## config.mk

```make
export PLATFORM = sky130hd
export DESIGN_NAME = mppt_bisection_stride_core
export DESIGN_NICKNAME = d
export VERILOG_FILES = /design/src/rtl/mbs_pkg.sv /design/src/rtl/mppt_bisection_stride_core.sv /design/src/rtl/mbs_mul.sv /design/src/rtl/mbs_div.sv
export SDC_FILE = /design/constraint.sdc
export NUM_CORES = 1
export LEC_CHECK = 0
export ABC_AREA = 1
export BUFFER_PORTS_ARGS = -buffer_cell sky130_fd_sc_hd__buf_2
export CORE_ASPECT_RATIO = 0.6
export CORE_UTILIZATION = 40
export DETAILED_ROUTE_END_ITERATION = 10
export PLACE_DENSITY_LB_ADDON = 0.3
export SLEW_MARGIN = 20
export SYNTH_ARGS = -nofsm -noshare
export SYNTH_HDL_FRONTEND = slang
export SYNTH_SLANG_ARGS = --single-unit
```

## constraint.sdc

```tcl
create_clock -name clk -period 9.8 [get_ports clk]
set_input_delay 1.47 -clock clk [delete_from_list [all_inputs] [get_ports clk]]
set_output_delay 1.47 -clock clk [all_outputs]
set_load 0.005 [all_outputs]
```

## src/rtl/mbs_pkg.sv

```systemverilog
// shared types, constants and register codes for the mppt bisection stride block
package mbs_pkg;

  localparam int VOLT_W   = 20;
  localparam int POWER_W  = 40;
  localparam int REGION_W = 2;
  localparam int CFG_DW   = 64;
  localparam int CFG_AW   = 5;

  localparam int MUL_MC_W   = 40;
  localparam int MUL_MP_W   = 20;
  localparam int MUL_PROD_W = MUL_MC_W + MUL_MP_W;
  localparam int MUL_STEPS  = MUL_MP_W;
  localparam int MUL_CNT_W  = $clog2(MUL_STEPS);

  localparam int DIV_N_W   = 40;
  localparam int DIV_D_W   = 20;
  localparam int DIV_STEPS = DIV_N_W;
  localparam int DIV_CNT_W = $clog2(DIV_STEPS);

  localparam int FRAC_BITS = 12;

  localparam logic [VOLT_W-1:0]  STRIDE_MAX          = '1;
  localparam logic [VOLT_W-1:0]  RST_MIN_STRIDE      = 20'd41;
  localparam logic [VOLT_W-1:0]  RST_SLOPE_MULT      = 20'd4096;
  localparam logic [POWER_W-1:0] RST_MIN_POWER_DELTA = 40'd167772;
  localparam logic [VOLT_W-1:0]  RST_MIN_VOLT_DELTA  = 20'd4;

  localparam logic [REGION_W-1:0] REGION_FLAT  = 2'd0;
  localparam logic [REGION_W-1:0] REGION_RIGHT = 2'd1;
  localparam logic [REGION_W-1:0] REGION_LEFT  = 2'd2;

  typedef enum logic [1:0] {
    CFG_MIN_STRIDE        = 2'd0,
    CFG_SLOPE_MULT        = 2'd1,
    CFG_MIN_POWER_DELTA   = 2'd2,
    CFG_MIN_VOLTAGE_DELTA = 2'd3
  } cfg_idx_t;

  typedef enum logic [2:0] {
    ST_IDLE,
    ST_MUL_P,
    ST_EVAL,
    ST_DECIDE,
    ST_DIV,
    ST_MUL_S,
    ST_DONE
  } state_t;

endpackage

```

## src/rtl/mppt_bisection_stride_core.sv

```systemverilog
// top level of the mppt bisection stride generator
//
// input channel: in_voltage / in_current (unsigned Q8.12), taken when in_valid is
// high and in_stall is low. in_stall is high for the whole time one transaction
// is being worked on, so one sample is handled at a time.
// result channel: out_stride (Q8.12 volts) and out_region, held in an output
// register; out_valid stays high until the receiver drops out_stall.
// the time per sample is set by the serial units: a shift-add multiply for
// power on every sample and, on the positive-slope path only, a restoring
// divide for |dP|/|dV| and a second multiply by the slope multiplier, all
// one bit per cycle. the next sample is accepted only after the previous
// result has been loaded into the output register.
// a new sample may be accepted while the previous result still waits in the
// output register; if it is still waiting when the next result is ready, the
// block holds that result until out_stall drops.
// reset (rst_n low, synchronous) clears the previous sample to zero, loads the
// register defaults and empties the output register. the apb-style config port
// at byte addresses 8*i must be written only while idle; the block won't check.
module mppt_bisection_stride_core (
  input  logic                           clk,
  input  logic                           rst_n,
  // input channel
  input  logic                           in_valid,
  output logic                           in_stall,
  input  logic [mbs_pkg::VOLT_W-1:0]     in_voltage,
  input  logic [mbs_pkg::VOLT_W-1:0]     in_current,
  // result channel
  output logic                           out_valid,
  input  logic                           out_stall,
  output logic [mbs_pkg::VOLT_W-1:0]     out_stride,
  output logic [mbs_pkg::REGION_W-1:0]   out_region,
  // configuration port
  input  logic                           psel,
  input  logic                           penable,
  input  logic                           pwrite,
  input  logic [mbs_pkg::CFG_AW-1:0]     paddr,
  input  logic [mbs_pkg::CFG_DW-1:0]     pwdata,
  output logic [mbs_pkg::CFG_DW-1:0]     prdata,
  output logic                           pready
);
  import mbs_pkg::*;

  state_t state_r, state_nxt;

  // config registers
  logic [VOLT_W-1:0]  min_stride_r;
  logic [VOLT_W-1:0]  slope_mult_r;
  logic [POWER_W-1:0] min_pd_r;
  logic [VOLT_W-1:0]  min_vd_r;
  cfg_idx_t           cfg_idx;

  // previous sample
  logic [VOLT_W-1:0]  last_v_r, last_v_nxt;
  logic [POWER_W-1:0] last_p_r, last_p_nxt;

  // current sample working registers
  logic [VOLT_W-1:0]   v_r, v_nxt;
  logic [POWER_W-1:0]  p_r, p_nxt;
  logic [VOLT_W-1:0]   adv_r, adv_nxt;
  logic [POWER_W-1:0]  adp_r, adp_nxt;
  logic                dv_neg_r, dv_neg_nxt;
  logic                dp_neg_r, dp_neg_nxt;
  logic [VOLT_W-1:0]   step_r, step_nxt;
  logic [REGION_W-1:0] region_r, region_nxt;

  // output register
  logic                out_valid_r, out_valid_nxt;
  logic [VOLT_W-1:0]   out_stride_r, out_stride_nxt;
  logic [REGION_W-1:0] out_region_r, out_region_nxt;

  // serial units
  logic                  mul_start;
  logic [MUL_MC_W-1:0]   mul_mcand;
  logic [MUL_MP_W-1:0]   mul_mplier;
  logic [MUL_PROD_W-1:0] mul_prod;
  logic                  mul_done;
  logic                  div_start;
  logic [DIV_N_W-1:0]    div_quot;
  logic                  div_done;

  // deltas, both directions in parallel, borrow picks the sign
  logic [VOLT_W:0]  vdiff, vdiff_n;
  logic [POWER_W:0] pdiff, pdiff_n;
  logic             thr_ok;

  assign vdiff   = {1'b0, v_r} - {1'b0, last_v_r};
  assign vdiff_n = {1'b0, last_v_r} - {1'b0, v_r};
  assign pdiff   = {1'b0, p_r} - {1'b0, last_p_r};
  assign pdiff_n = {1'b0, last_p_r} - {1'b0, p_r};

  // both deltas reach their thresholds and power actually moved
  assign thr_ok = (adp_r >= min_pd_r) && (adv_r >= min_vd_r) && (adp_r != '0);

  mbs_mul u_mul (
    .clk    (clk),
    .rst_n  (rst_n),
    .start  (mul_start),
    .mcand  (mul_mcand),
    .mplier (mul_mplier),
    .prod   (mul_prod),
    .done   (mul_done)
  );

  mbs_div u_div (
    .clk      (clk),
    .rst_n    (rst_n),
    .start    (div_start),
    .dividend (adp_r),
    .divisor  (adv_r),
    .quotient (div_quot),
    .done     (div_done)
  );

  always_comb begin
    state_nxt      = state_r;
    last_v_nxt     = last_v_r;
    last_p_nxt     = last_p_r;
    v_nxt          = v_r;
    p_nxt          = p_r;
    adv_nxt        = adv_r;
    adp_nxt        = adp_r;
    dv_neg_nxt     = dv_neg_r;
    dp_neg_nxt     = dp_neg_r;
    step_nxt       = step_r;
    region_nxt     = region_r;
    out_valid_nxt  = out_valid_r;
    out_stride_nxt = out_stride_r;
    out_region_nxt = out_region_r;
    mul_start      = 1'b0;
    mul_mcand      = '0;
    mul_mplier     = '0;
    div_start      = 1'b0;

    // receiver takes the waiting result
    if (out_valid_r && !out_stall) begin
      out_valid_nxt = 1'b0;
    end

    unique case (state_r)
      ST_IDLE: begin
        if (in_valid) begin
          // power = voltage * current
          mul_start  = 1'b1;
          mul_mcand  = {{(MUL_MC_W-VOLT_W){1'b0}}, in_voltage};
          mul_mplier = in_current;
          v_nxt      = in_voltage;
          state_nxt  = ST_MUL_P;
        end
      end
      ST_MUL_P: begin
        if (mul_done) begin
          p_nxt     = mul_prod[POWER_W-1:0];
          state_nxt = ST_EVAL;
        end
      end
      ST_EVAL: begin
        dv_neg_nxt = vdiff[VOLT_W];
        adv_nxt    = vdiff[VOLT_W] ? vdiff_n[VOLT_W-1:0] : vdiff[VOLT_W-1:0];
        dp_neg_nxt = pdiff[POWER_W];
        adp_nxt    = pdiff[POWER_W] ? pdiff_n[POWER_W-1:0] : pdiff[POWER_W-1:0];
        // sample becomes the previous one on every transaction
        last_v_nxt = v_r;
        last_p_nxt = p_r;
        state_nxt  = ST_DECIDE;
      end
      ST_DECIDE: begin
        state_nxt = ST_DONE;
        priority if (!thr_ok) begin
          region_nxt = REGION_FLAT;
          step_nxt   = '0;
        end else if ((dv_neg_r != dp_neg_r) && (adv_r != '0)) begin
          // negative slope: bisection step
          region_nxt = REGION_RIGHT;
          step_nxt   = {1'b0, adv_r[VOLT_W-1:1]};
        end else if (adv_r == '0) begin
          // vertical slope, sign of dP decides
          if (dp_neg_r) begin
            region_nxt = REGION_RIGHT;
            step_nxt   = '0;
          end else begin
            region_nxt = REGION_LEFT;
            step_nxt   = STRIDE_MAX;
          end
        end else begin
          // positive slope: |dP| / |dV| then gain
          div_start = 1'b1;
          state_nxt = ST_DIV;
        end
      end
      ST_DIV: begin
        if (div_done) begin
          mul_start  = 1'b1;
          mul_mcand  = div_quot;
          mul_mplier = slope_mult_r;
          state_nxt  = ST_MUL_S;
        end
      end
      ST_MUL_S: begin
        if (mul_done) begin
          region_nxt = REGION_LEFT;
          // drop the fraction, saturate anything at or above 2^20
          if (mul_prod[MUL_PROD_W-1:FRAC_BITS+VOLT_W] != '0) begin
            step_nxt = STRIDE_MAX;
          end else begin
            step_nxt = mul_prod[FRAC_BITS+VOLT_W-1:FRAC_BITS];
          end
          state_nxt = ST_DONE;
        end
      end
      ST_DONE: begin
        if (!out_valid_r || !out_stall) begin
          out_valid_nxt  = 1'b1;
          out_stride_nxt = (step_r > min_stride_r) ? step_r : min_stride_r;
          out_region_nxt = region_r;
          state_nxt      = ST_IDLE;
        end
      end
      default: begin
        state_nxt = ST_IDLE;
      end
    endcase
  end

  always_ff @(posedge clk) begin
    if (!rst_n) begin
      state_r     <= ST_IDLE;
      last_v_r    <= '0;
      last_p_r    <= '0;
      out_valid_r <= 1'b0;
    end else begin
      state_r     <= state_nxt;
      last_v_r    <= last_v_nxt;
      last_p_r    <= last_p_nxt;
      out_valid_r <= out_valid_nxt;
    end
    v_r          <= v_nxt;
    p_r          <= p_nxt;
    adv_r        <= adv_nxt;
    adp_r        <= adp_nxt;
    dv_neg_r     <= dv_neg_nxt;
    dp_neg_r     <= dp_neg_nxt;
    step_r       <= step_nxt;
    region_r     <= region_nxt;
    out_stride_r <= out_stride_nxt;
    out_region_r <= out_region_nxt;
  end

  // register file, 8-byte stride
  assign cfg_idx = cfg_idx_t'(paddr[CFG_AW-1:3]);

  always_ff @(posedge clk) begin
    if (!rst_n) begin
      min_stride_r <= RST_MIN_STRIDE;
      slope_mult_r <= RST_SLOPE_MULT;
      min_pd_r     <= RST_MIN_POWER_DELTA;
      min_vd_r     <= RST_MIN_VOLT_DELTA;
    end else if (psel && penable && pwrite) begin
      unique case (cfg_idx)
        CFG_MIN_STRIDE:        min_stride_r <= pwdata[VOLT_W-1:0];
        CFG_SLOPE_MULT:        slope_mult_r <= pwdata[VOLT_W-1:0];
        CFG_MIN_POWER_DELTA:   min_pd_r     <= pwdata[POWER_W-1:0];
        CFG_MIN_VOLTAGE_DELTA: min_vd_r     <= pwdata[VOLT_W-1:0];
        default: ;
      endcase
    end
  end

  always_comb begin
    unique case (cfg_idx)
      CFG_MIN_STRIDE:        prdata = {{(CFG_DW-VOLT_W){1'b0}}, min_stride_r};
      CFG_SLOPE_MULT:        prdata = {{(CFG_DW-VOLT_W){1'b0}}, slope_mult_r};
      CFG_MIN_POWER_DELTA:   prdata = {{(CFG_DW-POWER_W){1'b0}}, min_pd_r};
      CFG_MIN_VOLTAGE_DELTA: prdata = {{(CFG_DW-VOLT_W){1'b0}}, min_vd_r};
      default:               prdata = '0;
    endcase
  end

  assign pready     = 1'b1;
  assign in_stall   = (state_r != ST_IDLE);
  assign out_valid  = out_valid_r;
  assign out_stride = out_stride_r;
  assign out_region = out_region_r;

endmodule

```

## src/rtl/mbs_mul.sv

```systemverilog
// bit-serial shift-add multiplier, one multiplier bit per cycle
module mbs_mul (
  input  logic                            clk,
  input  logic                            rst_n,
  input  logic                            start,
  input  logic [mbs_pkg::MUL_MC_W-1:0]    mcand,
  input  logic [mbs_pkg::MUL_MP_W-1:0]    mplier,
  output logic [mbs_pkg::MUL_PROD_W-1:0]  prod,
  output logic                            done
);
  import mbs_pkg::*;

  logic                  busy_r, busy_nxt;
  logic                  done_r, done_nxt;
  logic [MUL_CNT_W-1:0]  cnt_r, cnt_nxt;
  logic [MUL_PROD_W-1:0] acc_r, acc_nxt;
  logic [MUL_PROD_W-1:0] mc_r, mc_nxt;
  logic [MUL_MP_W-1:0]   mp_r, mp_nxt;

  always_comb begin
    busy_nxt = busy_r;
    done_nxt = 1'b0;
    cnt_nxt  = cnt_r;
    acc_nxt  = acc_r;
    mc_nxt   = mc_r;
    mp_nxt   = mp_r;
    if (start) begin
      busy_nxt = 1'b1;
      cnt_nxt  = '0;
      acc_nxt  = '0;
      mc_nxt   = {{MUL_MP_W{1'b0}}, mcand};
      mp_nxt   = mplier;
    end else if (busy_r) begin
      if (mp_r[0]) begin
        acc_nxt = acc_r + mc_r;
      end
      mc_nxt = {mc_r[MUL_PROD_W-2:0], 1'b0};
      mp_nxt = {1'b0, mp_r[MUL_MP_W-1:1]};
      cnt_nxt = cnt_r + 1'b1;
      if (cnt_r == MUL_CNT_W'(MUL_STEPS - 1)) begin
        busy_nxt = 1'b0;
        done_nxt = 1'b1;
      end
    end
  end

  always_ff @(posedge clk) begin
    if (!rst_n) begin
      busy_r <= 1'b0;
      done_r <= 1'b0;
      cnt_r  <= '0;
    end else begin
      busy_r <= busy_nxt;
      done_r <= done_nxt;
      cnt_r  <= cnt_nxt;
    end
    acc_r <= acc_nxt;
    mc_r  <= mc_nxt;
    mp_r  <= mp_nxt;
  end

  assign prod = acc_r;
  assign done = done_r;

endmodule

```

## src/rtl/mbs_div.sv

```systemverilog
// bit-serial restoring divider, one quotient bit per cycle
module mbs_div (
  input  logic                          clk,
  input  logic                          rst_n,
  input  logic                          start,
  input  logic [mbs_pkg::DIV_N_W-1:0]   dividend,
  input  logic [mbs_pkg::DIV_D_W-1:0]   divisor,
  output logic [mbs_pkg::DIV_N_W-1:0]   quotient,
  output logic                          done
);
  import mbs_pkg::*;

  logic                 busy_r, busy_nxt;
  logic                 done_r, done_nxt;
  logic [DIV_CNT_W-1:0] cnt_r, cnt_nxt;
  logic [DIV_D_W-1:0]   rem_r, rem_nxt;
  logic [DIV_N_W-1:0]   dq_r, dq_nxt;
  logic [DIV_D_W-1:0]   dvs_r, dvs_nxt;
  logic [DIV_D_W:0]     trial;
  logic [DIV_D_W+1:0]   diff;
  logic                 ge;

  // partial remainder stays below the divisor, so the trial fits one extra bit
  assign trial = {rem_r, dq_r[DIV_N_W-1]};
  assign diff  = {1'b0, trial} - {2'b00, dvs_r};
  assign ge    = ~diff[DIV_D_W+1];

  always_comb begin
    busy_nxt = busy_r;
    done_nxt = 1'b0;
    cnt_nxt  = cnt_r;
    rem_nxt  = rem_r;
    dq_nxt   = dq_r;
    dvs_nxt  = dvs_r;
    if (start) begin
      busy_nxt = 1'b1;
      cnt_nxt  = '0;
      rem_nxt  = '0;
      dq_nxt   = dividend;
      dvs_nxt  = divisor;
    end else if (busy_r) begin
      rem_nxt = ge ? diff[DIV_D_W-1:0] : trial[DIV_D_W-1:0];
      dq_nxt  = {dq_r[DIV_N_W-2:0], ge};
      cnt_nxt = cnt_r + 1'b1;
      if (cnt_r == DIV_CNT_W'(DIV_STEPS - 1)) begin
        busy_nxt = 1'b0;
        done_nxt = 1'b1;
      end
    end
  end

  always_ff @(posedge clk) begin
    if (!rst_n) begin
      busy_r <= 1'b0;
      done_r <= 1'b0;
      cnt_r  <= '0;
    end else begin
      busy_r <= busy_nxt;
      done_r <= done_nxt;
      cnt_r  <= cnt_nxt;
    end
    rem_r <= rem_nxt;
    dq_r  <= dq_nxt;
    dvs_r <= dvs_nxt;
  end

  assign quotient = dq_r;
  assign done     = done_r;

endmodule

```

==> results of run 1 <==
logic make-up (layout without fill, tap and decap cells):
logic type / after synthesis / in the layout / share of synthesized area (%)
XOR/XNOR: 117 / 117 / 2.702
AND/OR/NAND/NOR: 2256 / 2256 / 24.40
AO/OA/AOI/OAI: 1084 / 1084 / 15.56
buffers and inverters: 966 / 1046 / 10.36
adder cells (fa/ha/maj): 285 / 285 / 9.523
other: 2 / 29 / 0.01981
flip-flops: 565 / 565 / 37.38
multiplexers: 2 / 2 / 0.05280
sequential cells by signal, summed over array words and instances (netlist names), 2 cells and up:
register and count:
u_mul.mc_r 60, u_mul.prod 60, adp_r 40, last_p_r 40, min_pd_r 40, p_r 40
u_div.quotient 40, adv_r 20, last_v_r 20, min_stride_r 20, min_vd_r 20, out_stride 20
slope_mult_r 20, step_r 20, u_div.dvs_r 20, u_div.rem_r 20, u_mul.mp_r 20, v_r 20
u_div.cnt_r 6, u_mul.cnt_r 5, state_r 3, out_region 2, region_r 2
final cells by class:
class	count	area, sq um
Antenna cell	4	10.01
Clock buffer	72	1563
Clock inverter	36	361.6
Fill cell	9622	52510
Inverter	760	2853
Multi-Input combinational cell	3769	19950
Sequential cell	565	14170
Tap cell	1246	1559
Timing Repair Buffer	178	958.4
worst max-delay path, stage by stage:
cell      delay [ps]
buf_2            120
inv_1             40
nor2_1           630
clkinv_1        1120
o22ai_1          510
a21oi_1           70
o21ai_0          120
buf_2            160
cell usage in the layout (no fill, tap or decap), types with 26 or more instances in the layout:
cell          n
clkbuf_16    57
nor3_1       26
inv_1       744
nand2_1    1343
edfxtp_1    286
xor2_1       91
nand4_1      55
nand3_1     259
a21oi_1     484
ha_1        279
xnor2_1      26
o21ai_0     402
nor2_1      481
buf_2       151
dfxtp_1     278
nand2_2      27
buf_4        27
o21ai_1      30
o211ai_1     28
power by group through the flow:
stage | logic [mW] | clock network [mW] | registers (mW)
floorplan | 3.53 | 0 | 3.50
global placement | 4.95 | 0 | 3.89
detailed placement | 5.00 | 0 | 3.89
CTS | 5.02 | 2.32 | 3.86
global route | 5.71 | 2.40 | 3.93
finish | 5.18 | 2.28 | 3.90
through the flow:
step | instances | area [sq um] | worst slack [ps]
after floorplan | 5300 | 38010 | 5884
after global placement | 6518 | 39500 | 4588
after detailed placement | 6518 | 39500 | 4601
after CTS | 6626 | 41420 | 4596
after global routing | 6626 | 41420 | 3855
final | 6630 | 41430 | 4058
layer usage:
layer | vias up | global-route usage (%) | routed length (microns)
li1 | 17280 | - | -
met1 | 16850 | 44.82 | 67180
met2 | 1584 | 36.69 | 50850
met3 | 148 | 8.810 | 18010
met4 | 4 | 4.892 | 2253
met5 | - | 0.7653 | 20
worst max-delay path by stage:
stage,end,slack (ps),depth (start not counted)
2_1_floorplan,u_mul.mc_r[0]$_SDFFCE_PN0P_,5880,7
3_3_place_gp,prdata[15],4590,8
3_5_place_dp,prdata[15],4600,8
4_1_cts,prdata[15],4600,8
5_1_grt,prdata[15],3850,8
6_report,prdata[15],4060,8
==> impl_results.md, run 1 <==
* Setup bufs post-CTS at 0
* IO Pins at 205
* Num Clock Sinks at 565
* Clock root buffer: clkbuf_16
* Clock Skews at around 55 ps
* Final design utilization at between 40 and 50%
* Routed WL per cell at 20.86 microns
* Hold Crit Start: u_mul.prod[2]$_SDFFE_PP0P_
* Worst Hold Class: flip-flop to flip-flop
* Leakage at 19.10 nW
* Initial detailed-routing violation count at 4489
* Mean Syn Cell Area at 7.186 sq um
* Post-Syn Area at 0.03792 sq mm
* Area grow syn2layout at 9.269%
* Largest net degree at the start of global routing at 85
* Register bit total from synthesis at 565
* Final layout net count at 5732
* P_sw at around 5.4 mW
* Combinational Power Share at about 46%
* Worst-path maximum fanout at 31
* Fin. Hold Viols at 0
* RSZ-0062 raised after global routing: no
* TritonCTS clock tree: built
* Via/cell ratio at 5.408
* Largest cells by area after synthesis: edfxtp_1 (23%), dfxtp_1 (15%), nand2_1 (13%), ha_1 (9.2%), inv_1 (7.4%)
* Depth of the most critical reg-to-reg path at 11
* Int Pwr at 5.982 mW
* Reg2reg end: u_div.quotient[9]$_DFFE_PP_
* Status: finished, final reports clean
* R2r setup slk at 5600 ps
* Post-synthesis async set-or-reset flop share at 0%
* Later-pin clock latency in the skew report at 690 ps
* CP arrival at 4270 ps
* Cts hold-fix bufs at 0
* Vias at 35860
* Hold endpoint: p_r[2]$_DFFE_PP_
* Post-synth EDFFs at 286
* Post-synth top cells: nand2_1 (1345), inv_1 (746), a21oi_1 (485), nor2_1 (485), o21ai_0 (403)
* Top-count cell post-synth: nand2_1
* Total CTS buffers at 57
* Post-route minimum period at 5742 ps
* Layout cells sized above 1 at slightly above 7%
* Total chip power at 11.36 mW
* Clock share of power at 20.1%
* Die X-Extent at about 400 microns
* Min Hold Slack at roughly 470 ps
* Remaining antenna violation count at 0
* Critical setup path kind: input pin to primary output
* Fin. max-slew vios at 0
* Yosys warnings at 0
* Net Sw Frac at 47.36%
* Cells after Synth at 5277
* CTS resizes at 0
* Crit path launch: paddr[4]
* Register area share after synthesis at 37.38%
* Detailed Place HPWL at 110.1 mm
* # rows at 87
* H-tree depth at 2
* Maxcap violations at 0
* Initial core utilization at 40.36%
* Pwr Density at 274.3 mW/mm^2
* Seq pwr share at 34.4%
* Reg clk slew, reported paths at 60 ps
* Crit share post-route at 58.59%
* Drt pass-1 iters at 6
* Core area at 0.09394 sq mm
* PortBufs at ~150
* Vias in the first global route at 31950
* WP data required at 8330 ps
* Setup tns final at 0 ps
* Yosys top cell area share at roughly 23%
* Least-Margin Pin Slew at between 1000 and 1500 ps
* CTS max path bufs at 3
* Antenna violations before repair at 12
* Die footprint at 0.09607 sq mm
* Final wirelength at 138.3 mm
* Peak supply drop at 0.1807 mV
* Drc violations at 0
* First-pass GRT wire length at 203.4 mm
* Critical path endpoint category: primary output
* Reg-to-Reg Start: adp_r[33]$_DFFE_PP_
* Top FF cell, synth: edfxtp_1
* Critical Path Source Type: input pin
* FMAX at approximately 170 MHz
* Cell taking the most area after synthesis: edfxtp_1
* GRT Overall Usage at 28.37%
* Slew headroom at 26.16%
* Hold Crit Depth at 0
* Die height at around 240 microns
* GR Overflow Total at 0
* Setup Viol. Count Final at 0
* Final Wtd Congestion at 1.034
* Netlist cell types at 57
No activity file was read; power rests on OpenSTA's default activity.
==> inputs of run 2 (changes only) <==
clock period = 5.3 ns   (was 9.8 ns; I/O delays follow)
==> run 2 against run 1 <==
Sequential cell count did not move. Core utilization grew 0.14 points. Global-route usage grew 0.30 points. Via count grew 0.21%. Clock power rose by 90%. Non-clock buffer count up 7. Count of clock-buffer cells in the layout down 5. Critical path depth increased by 3. Sequential power increased by 83%. Wire length rose by 1.1%. Hold slack lost 160 ps. Largest cell class unchanged. Critical endpoint is now u_div.quotient[9]$_DFFE_PP_. Clock skew increased by 20 ps.
==> impl_results.md, run 2 (synthesis gave the netlist of run 1 again) <==
* Status: finished, final reports clean
* Die height at 240.5 microns
* Leakage at 19.19 nW
* Clock root buffer: clkbuf_16
* Cts hold-fix bufs at 0
* Commonest non-fill, non-tap cell in the layout: nand2_1
* RSZ-0062 raised after global routing: no
* Initial core utilization at 40.36%
* Max stage delay on crit path at between 800 and 900 ps
* Hold Crit Start: in_voltage[15]
* Dpl ws at 1503 ps
* Reg2reg end: u_div.quotient[9]$_DFFE_PP_
* Total CTS buffers at 58
* Routed WL per cell at 21.06 microns
* Peak supply drop at 0.3619 mV
* Least-Margin Pin Slew at 1097 ps
* Post-route design area at 0.04157 sq mm
* IO Pins at 205
* CP arrival at 4290 ps
* M1 wire length at between 60 and 70 mm
* Remaining antenna violation count at 0
* Crit share post-route at a little over two thirds
* TritonCTS clock tree: built
* Critical path endpoint category: flip-flop
* Crit path max-delay family: simple AND/OR/NAND/NOR gates
* Cell breakdown of the critical path: ha_1 -> nand2_2 -> o21ai_0 -> a21oi_1 -> nand2_1 -> nand2_1 -> nand4_2 -> nand4_4 -> inv_2 -> nand2_1 -> nand2_1
* Hold endpoint: v_r[15]$_DFFE_PP_
* Via/cell ratio at ~5.4
* Final wirelength at around 140 mm
* Most frequent cells in the layout: nand2_1 (1343), inv_1 (744), a21oi_1 (484)
* Slew headroom at 26.78%
* Core area at 0.09394 sq mm
* H-tree depth at 2
* DR WL met3 at 16.71 mm
* GRT Overall Usage at 28.67%
* Critical setup path kind: flip-flop to flip-flop
* Num Clock Sinks at 565
* Reg clk slew, reported paths at 80 ps
* Vias at 35930
* Post-route minimum period at 3746 ps
* Detailed Place HPWL at 111.1 mm
* Worst-path maximum fanout at between 40 and 50
* Setup Viol. Count Final at 0
* WP data required at 5850 ps
* First-pass GRT wire length at approximately 200 mm
* FMAX at 267.0 MHz
* CTS resizes at 0
* Reg area at 0.01417 sq mm
* Total length of routed met2 wires at between 50 and 60 mm
* Fin. max-slew vios at 0
* Area of the multi-input gates at 0.01995 sq mm
* Layout cells sized above 1 at 7.126%
* Pwr Density at between 500 and 600 mW/mm^2
* Final Wtd Congestion at 0.9899
* Reg-to-Reg Start: adp_r[23]$_DFFE_PP_
* Critical-path top delay cell: inv_2
* Worst Hold Class: input pin to flip-flop
* Die X-Extent at 399.5 microns
* Clock Skews at 75.18 ps
* # rows at 87
* Buf/Inv on CP at 1
* Fill count at 9577
* Vias in the first global route at 32140
* PortBufs at 152
* Setup tns final at 0 ps
* Initial detailed-routing violation count at 4391
* R2r setup slk at about 1600 ps
* Maxcap violations at 0
* Hold Crit Depth at 1
* Drc violations at 0
* CTS max path bufs at 3
* GR Overflow Total at 0
* Later-pin clock latency in the skew report at 700 ps
* Largest net degree at the start of global routing at 140
* Final layout net count at 5740
* Most frequent CP cell: nand2_1
* Placed inst area at 0.03959 sq mm
* Depth of the most critical reg-to-reg path at 11
* Critical Path Source Type: flip-flop
* Final design utilization at approximately 44%
* Antenna violations before repair at 5
* Die footprint at 0.09607 sq mm
* Top sig layer: met5
* Fin. Hold Viols at 0
* Area grow syn2layout at 9.625%
* Drt pass-1 iters at 6
* Setup bufs post-CTS at 0
* Worst Setup Slack, final at 1554 ps
## run 2: changes by cell type in the layout (fill, tap and decap cells not counted), sizes merged, moves of 2 or more
| cell | delta |
|---|---|
| clkbuf | -5 |
| clkinv | +6 |
| buf | +7 |
| clkinvlp | -6 |
| bufinv | +2 |
| inv | +5 |
## run 2: worst max path at each step
| stage | start | end | slack, ps | depth (start not counted) |
|---|---|---|---|---|
| 3_5_place_dp | adp_r[35]$_DFFE_PP_ | u_div.dvs_r[19]$_DFFE_PP_ | 1500 | 9 |
| 4_1_cts | min_pd_r[39]$_SDFFE_PN0P_ | u_div.quotient[9]$_DFFE_PP_ | 1490 | 10 |
| 6_report | adp_r[23]$_DFFE_PP_ | u_div.quotient[9]$_DFFE_PP_ | 1550 | 11 |
| 3_3_place_gp | adp_r[35]$_DFFE_PP_ | u_div.dvs_r[17]$_DFFE_PP_ | 1530 | 9 |
| 5_1_grt | adp_r[35]$_DFFE_PP_ | u_div.quotient[9]$_DFFE_PP_ | 1220 | 13 |
| 2_1_floorplan | state_r[0]$_SDFFE_PN0P_ | p_r[0]$_DFFE_PP_ | 1480 | 4 |
## run 2: per-stage QoR
step	std cells	power (mW)	hold WS, ps
2_1_floorplan	5300	13.00	400.3
3_3_place_gp	6525	16.44	448.2
3_5_place_dp	6525	16.51	453.9
4_1_cts	6635	20.89	272.8
5_1_grt	6635	22.49	286.4
6_report	6638	21.18	305.1
## run 2: where the power goes
part / switching (mW) / internal [mW] / total (mW)
clock: 2.01 / 2.33 / 4.34
combinational: 6.86 / 2.85 / 9.72
sequential: 1.16 / 5.97 / 7.13
total: 10.0 / 11.1 / 21.2
## run 2: area by class of cell
class	count	share of cell area [%]
Timing Repair Buffer	185	2.522
Inverter	760	6.863
Clock inverter	43	1.129
Sequential cell	565	34.10
Tap cell	1246	3.750
Clock buffer	67	3.621
Multi-Input combinational cell	3769	48.00
Antenna cell	3	0.01806
## run 2: layer usage
| metal | track usage (%) | vias to the layer above |
|---|---|---|
| met5 | 0 | - |
| met4 | 4.765 | 2 |
| met3 | 7.990 | 133 |
| met2 | 37.90 | 1554 |
| met1 | 45.32 | 16930 |
| li1 | - | 17310 |
